## config.mk

```make
export PLATFORM = sky130hd
export DESIGN_NAME = slcg_lcg_step
export DESIGN_NICKNAME = d
export VERILOG_FILES = /design/src/sv/slcg_pkg.sv /design/src/sv/slcg_lcg_step.sv
export SDC_FILE = /design/constraint.sdc
export NUM_CORES = 1
export LEC_CHECK = 0
export ABC_AREA = 1
export BUFFER_PORTS_ARGS = -buffer_cell sky130_fd_sc_hd__buf_2
export CORE_UTILIZATION = 40
export CTS_CLUSTER_DIAMETER = 200
export DETAILED_ROUTE_END_ITERATION = 8
export GPL_TIMING_DRIVEN = 0
export MAX_ROUTING_LAYER = met4
export SETUP_SLACK_MARGIN = 0.1
export SYNTH_ARGS = -nofsm -noshare
export SYNTH_HDL_FRONTEND = slang
export SYNTH_SLANG_ARGS = --single-unit
export TNS_END_PERCENT = 20
```

## constraint.sdc

```tcl
create_clock -name i_clk -period 9.35 [get_ports i_clk]
set_input_delay 0.4675 -clock i_clk [delete_from_list [all_inputs] [get_ports i_clk]]
set_output_delay 0.4675 -clock i_clk [all_outputs]
set_load 0.005 [all_outputs]
```

## src/sv/slcg_pkg.sv

```systemverilog
// Types and constants shared by the shuffled LCG generator modules.
package slcg_pkg;

    // Generator word and result widths
    localparam int GEN_W = 32;
    localparam int VAL_W = 31;

    // Park-Miller multiplier and modulus 2^31-1
    localparam int MULT_W = 15;
    localparam logic [MULT_W-1:0] LCG_MULT = 15'd16807;
    localparam logic [VAL_W-1:0]  LCG_MOD  = 31'h7FFF_FFFF;
    localparam int PROD_W = VAL_W + MULT_W;

    // Slot index: x / 6669205 == (x * ceil(2^54 / 6669205)) >> 54 for x < 2^31
    localparam int RECIP_W    = 32;
    localparam logic [RECIP_W-1:0] SLOT_RECIP = 32'd2701131321;
    localparam int SLOT_SHIFT = 54;
    localparam int DIVP_W     = VAL_W + RECIP_W;
    localparam int SLOT_Q_W   = DIVP_W - SLOT_SHIFT;

    // Sequencer states
    typedef enum logic [2:0] {
        ST_IDLE,
        ST_SEED_MUL,
        ST_SEED_RED,
        ST_DRAW_MUL,
        ST_DRAW_RED,
        ST_DRAW_WR
    } t_state;

endpackage

```

## src/sv/slcg_lcg_step.sv

```systemverilog
// One Park-Miller step: registered multiply by 16807, then reduction mod 2^31-1.
module slcg_lcg_step (
    input  logic                      i_clk,
    input  logic [slcg_pkg::VAL_W-1:0] i_operand,
    output logic [slcg_pkg::VAL_W-1:0] o_next
);
    import slcg_pkg::*;

    logic [PROD_W-1:0] r_prod;
    logic [VAL_W:0]    fold_sum;

    // Register the product of the operand and the multiplier
    always_ff @(posedge i_clk) begin
        r_prod <= PROD_W'(i_operand) * PROD_W'(LCG_MULT);
    end

    // Fold the high part back in (2^31 == 1 mod M), then one conditional subtract
    always_comb begin
        fold_sum = (VAL_W+1)'(r_prod[PROD_W-1:VAL_W]) + (VAL_W+1)'(r_prod[VAL_W-1:0]);
        if (fold_sum >= (VAL_W+1)'(LCG_MOD)) begin
            o_next = VAL_W'(fold_sum - (VAL_W+1)'(LCG_MOD));
        end else begin
            o_next = fold_sum[VAL_W-1:0];
        end
    end

endmodule

```

==> results.tsv, run 1 <==
metric	value	unit
grt_pass1_wl	49200	um
syn_inst	1686	
max_stage_delay	0.55	ns
cts_tree	built	
cp_cell_sequence	buf_2, inv_1, fa_1, inv_1, ha_1, inv_1, fa_1, inv_1, ha_1, fa_1, inv_1, fa_1, inv_1, ha_1, nand2_1, nor2_1, inv_1, o21ai_0, a21oi_1, o21ai_0, a21oi_1, xnor2_1	
yosysTopAreaCellShare	0.225	
synth_top_area_cell	fa_1	
viasPerCell	4.69	
synth_commonest_cells	453 x inv_1, 359 x nand2_1, 203 x ha_1, 134 x fa_1, 113 x nor2_1	
yosysSeqAreaShare	0.0774	
fin_nets	2124	
grt_use_total	0.207	
rsz0062_at_grt	no	
io_buffers	62	
worstHoldPathType	primary input to flop	
final_cells	2140	
start_util	0.410	
clock-sinks	46	
crit_required	9.52	ns
max_freq	175	MHz
cap_violations	0	
arrival	5.88	ns
areaGrowthSynthToFinish	7.89	%
die_h	175	um
n_antenna_cell	0	
cp_common_cell	inv_1	
status	finished clean	
min_path_cells	1	
ant_nets	0	
setup_violations	0	
synth_seq_cells	46	
slew_violations	0	
antenna_found_initial	0	
clock-root-buffer	clkbuf_16	
worst_slew_pin_slew	0.519	ns
fp.dieW	175	um
crit_fanout	6	
pin_count	63	
utilization	0.443	
synth_area_per_cell	7.06	um^2
wl_per_cell	13.6	um
cts.hold.buffers_added	0	
fin_setup_tns	0	ns
globalplace.congestion	0.920	
regMostFlops	r_prod	
routed_wl	29100	um
critPathSlowestCell	fa_1	
slew_headroom	0.653	
dieArea	30500	um^2
yosys_warnings	0	
htreeDepth	2	
worstSetupPathType	primary input to flop	
synth_cell_types	42	
dp_hpwl	27000	um
row_count	62	
grt_max_degree	17	
grt_pass1_vias	10200	
setup.worst_path.end_class	flop	
drive_gt1_frac	0.0661	
synth_area_leaders	fa_1 23%, ha_1 21%, inv_1 14%, nand2_1 11%, dfxtp_1 7.7%	
top_regs	r_prod x46	
largest_reg_flops	46	
synth_most_common_cell	inv_1	
crit_buf_inv	8	
clkTransAtPathRegs	0.06	ns
post_cts_buffers	0	
drt_iter0_drc	408	
dr.pass1.iters	6	
dp_cells	2132	
synth_edf_count	0	
async_flop_share	0	
coreArea	29000	um^2
grt-ovfl-total	0	
ys.flop_type	dfxtp_1	
synth_area	11900	um^2
critPathLaunchType	primary input	
route.detailed.drc	0	
whs_endpoint	r_prod[0]$_DFF_P_	
cts_inserted_buffers	5	
period_share	0.611	
synthesis.nets	2055	
post-route-min-period	5.71	ns
cp_top_family	adder cells	
post_cts_resize_count	0	
clockBufferDepth	2	
min_from	i_operand[0]	
hold_viol	0	
route.vias.total	10000	
-- per-layer routing --
layer | part of all wire | track usage
met3 | 0.020 | 0.00459
met1 | 0.49 | 0.278
met2 | 0.48 | 0.352
met5 | 0 | -
met4 | 0.012 | 0.0380
-- stage by stage --
step                      instance area [um^2]  setup slack [ns]  hold slack [ns]
final                                    12800              3.64            0.417
after global routing                     12800              3.23            0.427
after CTS                                12800              3.55            0.427
after detailed placement                 12700              3.25            0.735
after global placement                   12700              3.32            0.729
after floorplan                          11900              4.27            0.495
-- cell type report --
type                       instances  area [um^2]
fill                            3119        16200
multi-input combinational       1161         9170
inverter                         472         1770
sequential                        46          921
tap                              384          480
timing repair buffer              62          310
clock buffer                       5          125
buffer                             7         43.8
clock inverter                     3         23.8
-- layout by cell type (no fill, tap or decap), types with 2 or more instances in the layout --
cell type,count
clkbuf_16,5
clkinvlp_4,2
inv_2,16
nand2_2,7
nand3b_1,6
o2111ai_1,3
a31oi_1,9
a21o_1,2
inv_1,453
buf_1,2
dfxtp_1,46
clkinv_1,3
or2_1,2
buf_2,64
and2_1,2
o21bai_1,6
nand4_1,20
nand3_1,91
and3_1,3
ha_1,203
nor2_1,113
buf_6,2
nand2_1,359
nor4_1,2
xor2_1,40
fa_1,134
a21oi_1,58
nand3_2,3
o21ai_0,37
xnor2_1,14
a21boi_0,7
o21a_1,6
nor3_1,13
nor2_2,12
-- cells by family (layout without fill, tap and decap cells) --
logic type / after synthesis / in the layout / synth area share
AND/OR/NAND/NOR: 635 / 635 / 0.226
buffers and inverters: 479 / 549 / 0.153
adder cells (fa/ha/maj): 337 / 337 / 0.439
AO/OA/AOI/OAI: 135 / 135 / 0.0659
XOR/XNOR: 54 / 54 / 0.0397
flip-flops: 46 / 46 / 0.0774
-- worst max path at each step --
stage	slack, ns	startpoint	to	depth (start not counted)
after global routing	3.23	i_operand[8]	r_prod[33]$_DFF_P_	22
final	3.64	i_operand[8]	r_prod[33]$_DFF_P_	22
after global placement	3.32	i_operand[9]	r_prod[33]$_DFF_P_	22
after detailed placement	3.25	i_operand[10]	r_prod[33]$_DFF_P_	22
after CTS	3.55	i_operand[9]	r_prod[33]$_DFF_P_	22
after floorplan	4.27	i_operand[8]	r_prod[33]$_DFF_P_	21
Power of run 1 is left out: the tool's default activity adds up to more than one toggle a clock period on the data nets, which glitch-free logic cannot reach.
==> run 2, diff against run 1 <==
clock period = 4.93 ns   (was 9.35 ns; I/O delays follow)
==> run 2 against run 1 <==
Effect of this change:
- non-clock buffer count up 38
- die area unchanged
- final area rose by 12%
- via count up 4.1%
- sequential share of layout area fell by 0.77 points
- critical path type unchanged
- global-route usage up 0.58 points
- worst hold slack got worse by 0.22 ns
- routed wire length rose by 7.0%
==> results.tsv, run 2 (same netlist as run 1, synthesis figures left out) <==
metric	value	unit	change
routed_wl	31100	um	was 29100 um
multi_input_area	10200	um^2	was 9170 um^2
dieArea	30500	um^2	unchanged
fin_nets	2162		was 2124
status	finished clean		unchanged
setup_violations	0		unchanged
cts_inserted_buffers	5		unchanged
clock-root-buffer	clkbuf_16		unchanged
crit_fanout	6		unchanged
rsz0062_at_grt	yes		was no
grt-ovfl-total	0		unchanged
clkTransAtPathRegs	0.06	ns	about the same
utilization	0.496		was 0.443
whs_endpoint	r_prod[0]$_DFF_P_		unchanged
final_common_cell	inv_1		unchanged
slew_headroom	0.648		was 0.653
post-route-min-period	4.79	ns	
clock-sinks	46		unchanged
cap_violations	0		unchanged
pin_count	63		unchanged
fp.dieW	175	um	unchanged
worstHoldPathType	primary input to flop		unchanged
die_h	175	um	unchanged
grt_use_total	0.213		was 0.207
n_antenna_cell	0		unchanged
arrival	4.98	ns	was 5.88 ns
grt_max_degree	17		unchanged
cts_tree	built		unchanged
htreeDepth	2		unchanged
dr.pass1.iters	5		was 6
grt_pass1_vias	10400		was 10.2k
min_from	i_operand[0]		unchanged
worst_slew_pin_slew	0.526	ns	was 0.519 ns
seqCellArea	921	um^2	unchanged
max_freq	209	MHz	
hold_viol	0		unchanged
route.detailed.drc	0		unchanged
critPathLaunchType	primary input		unchanged
start_util	0.410		unchanged
row_count	62		unchanged
worstSetupPathType	primary input to flop		unchanged
drive_gt1_frac	0.196		was 0.0661
drt_iter0_drc	499		was 408
layout_common_cells	407 x inv_1, 330 x nand2_1, 179 x ha_1		was 453 x inv_1, 359 x nand2_1, 203 x ha_1
slew_violations	0		unchanged
areaGrowthSynthToFinish	20.9	%	was 7.89%
globalplace.congestion	0.914		was 0.920
whs	0.192	ns	was 0.417 ns
period_share	0.971		
route.vias.total	10500		was 10.0k
grt_pass1_wl	50900	um	was 49200 um
top_regs	r_prod x46		unchanged
min_path_cells	1		unchanged
crit_required	5.12	ns	was 9.52 ns
io_buffers	62		unchanged
clockBufferDepth	2		unchanged
antenna_found_initial	0		unchanged
coreArea	29000	um^2	unchanged
fill_cells	2875		was 3119
dp_hpwl	27000	um	about the same
largest_reg_flops	46		unchanged
setup.worst_path.end_class	flop		unchanged
wl_per_cell	14.3	um	was 13.6 um
regMostFlops	r_prod		unchanged
ant_nets	0		unchanged
viasPerCell	4.80		was 4.69
==> run 2: changes by cell type in the layout (fill, tap and decap cells not counted), moves of 23 or more <==
cell,previous run,this run
inv_1,453,407
ha_1,203,179
nor2_1,113,85
nand2_1,359,330
buf_4,0,38
buf_2,64,41
inv_2,16,52
==> run 2: layer usage <==
layer | vias up | share of wire | global-route usage | wire (um)
li1 | 5359 | - | - | -
met1 | 4906 | 0.47 | 0.283 | 14600
met2 | 164 | 0.49 | 0.360 | 15200
met3 | 27 | 0.025 | 0.0101 | 765
met4 | 0 | 0.018 | 0.0409 | 547
met5 | - | 0 | - | 0
==> run 2: worst max path at each step <==
stage | startpoint | endpoint | slack [ns] | depth (start not counted)
6_report | i_operand[6] | r_prod[43]$_DFF_P_ | 0.14 | 20
5_1_grt | i_operand[6] | r_prod[43]$_DFF_P_ | -0.04 | 21
4_1_cts | i_operand[26] | r_prod[39]$_DFF_P_ | 0.07 | 23
3_5_place_dp | i_operand[14] | r_prod[31]$_DFF_P_ | -0.87 | 23
3_3_place_gp | i_operand[14] | r_prod[31]$_DFF_P_ | -0.83 | 23
2_1_floorplan | i_operand[21] | r_prod[40]$_DFF_P_ | 0.08 | 23
==> run 2: metrics by stage <==
stage	setup WS, ns	setup TNS, ns	instances	area (um^2)
after floorplan	0.0837	0	1686	11900
after CTS	0.0746	0	2158	13600
after global routing	-0.0360	-0.0772	2178	14400
final	0.141	0	2178	14400
after global placement	-0.831	-15.20	2132	12700
after detailed placement	-0.869	-15.89	2132	12700
==> run 2: layout make-up <==
cell class	instances	share of cell area
Clock inverter	3	0.00174
Inverter	472	0.125
Buffer	7	0.00304
Sequential cell	46	0.0640
Timing Repair Buffer	100	0.0544
Tap cell	384	0.0334
Clock buffer	5	0.00870
Multi-Input combinational cell	1161	0.709
==> run 2: worst max-delay path, cell delays in order <==
cell and delay, ns:
buf_2 0.20, inv_1 0.12, fa_1 0.55, inv_1 0.05, ha_1 0.28, ha_1 0.31, ha_1 0.27, inv_1 0.05
fa_1 0.53, inv_1 0.06, fa_1 0.48, ha_1 0.36, a21o_1 0.19, a21oi_1 0.35, o21ai_1 0.23, nand4_1 0.15
nand2_2 0.11, nand2_1 0.09, o2111ai_2 0.10, xor2_1 0.25
==> run 2: timing repair <==
item / in CTS / in global routing
gates cloned: 0 / 0
setup endpoints to repair: 29 / 26
buffers inserted: 18 / 20
pin swaps: 47 / 123
hold buffers: 0 / 0
resized for setup: 169 / 172
Power of run 2 is left out for the same reason.
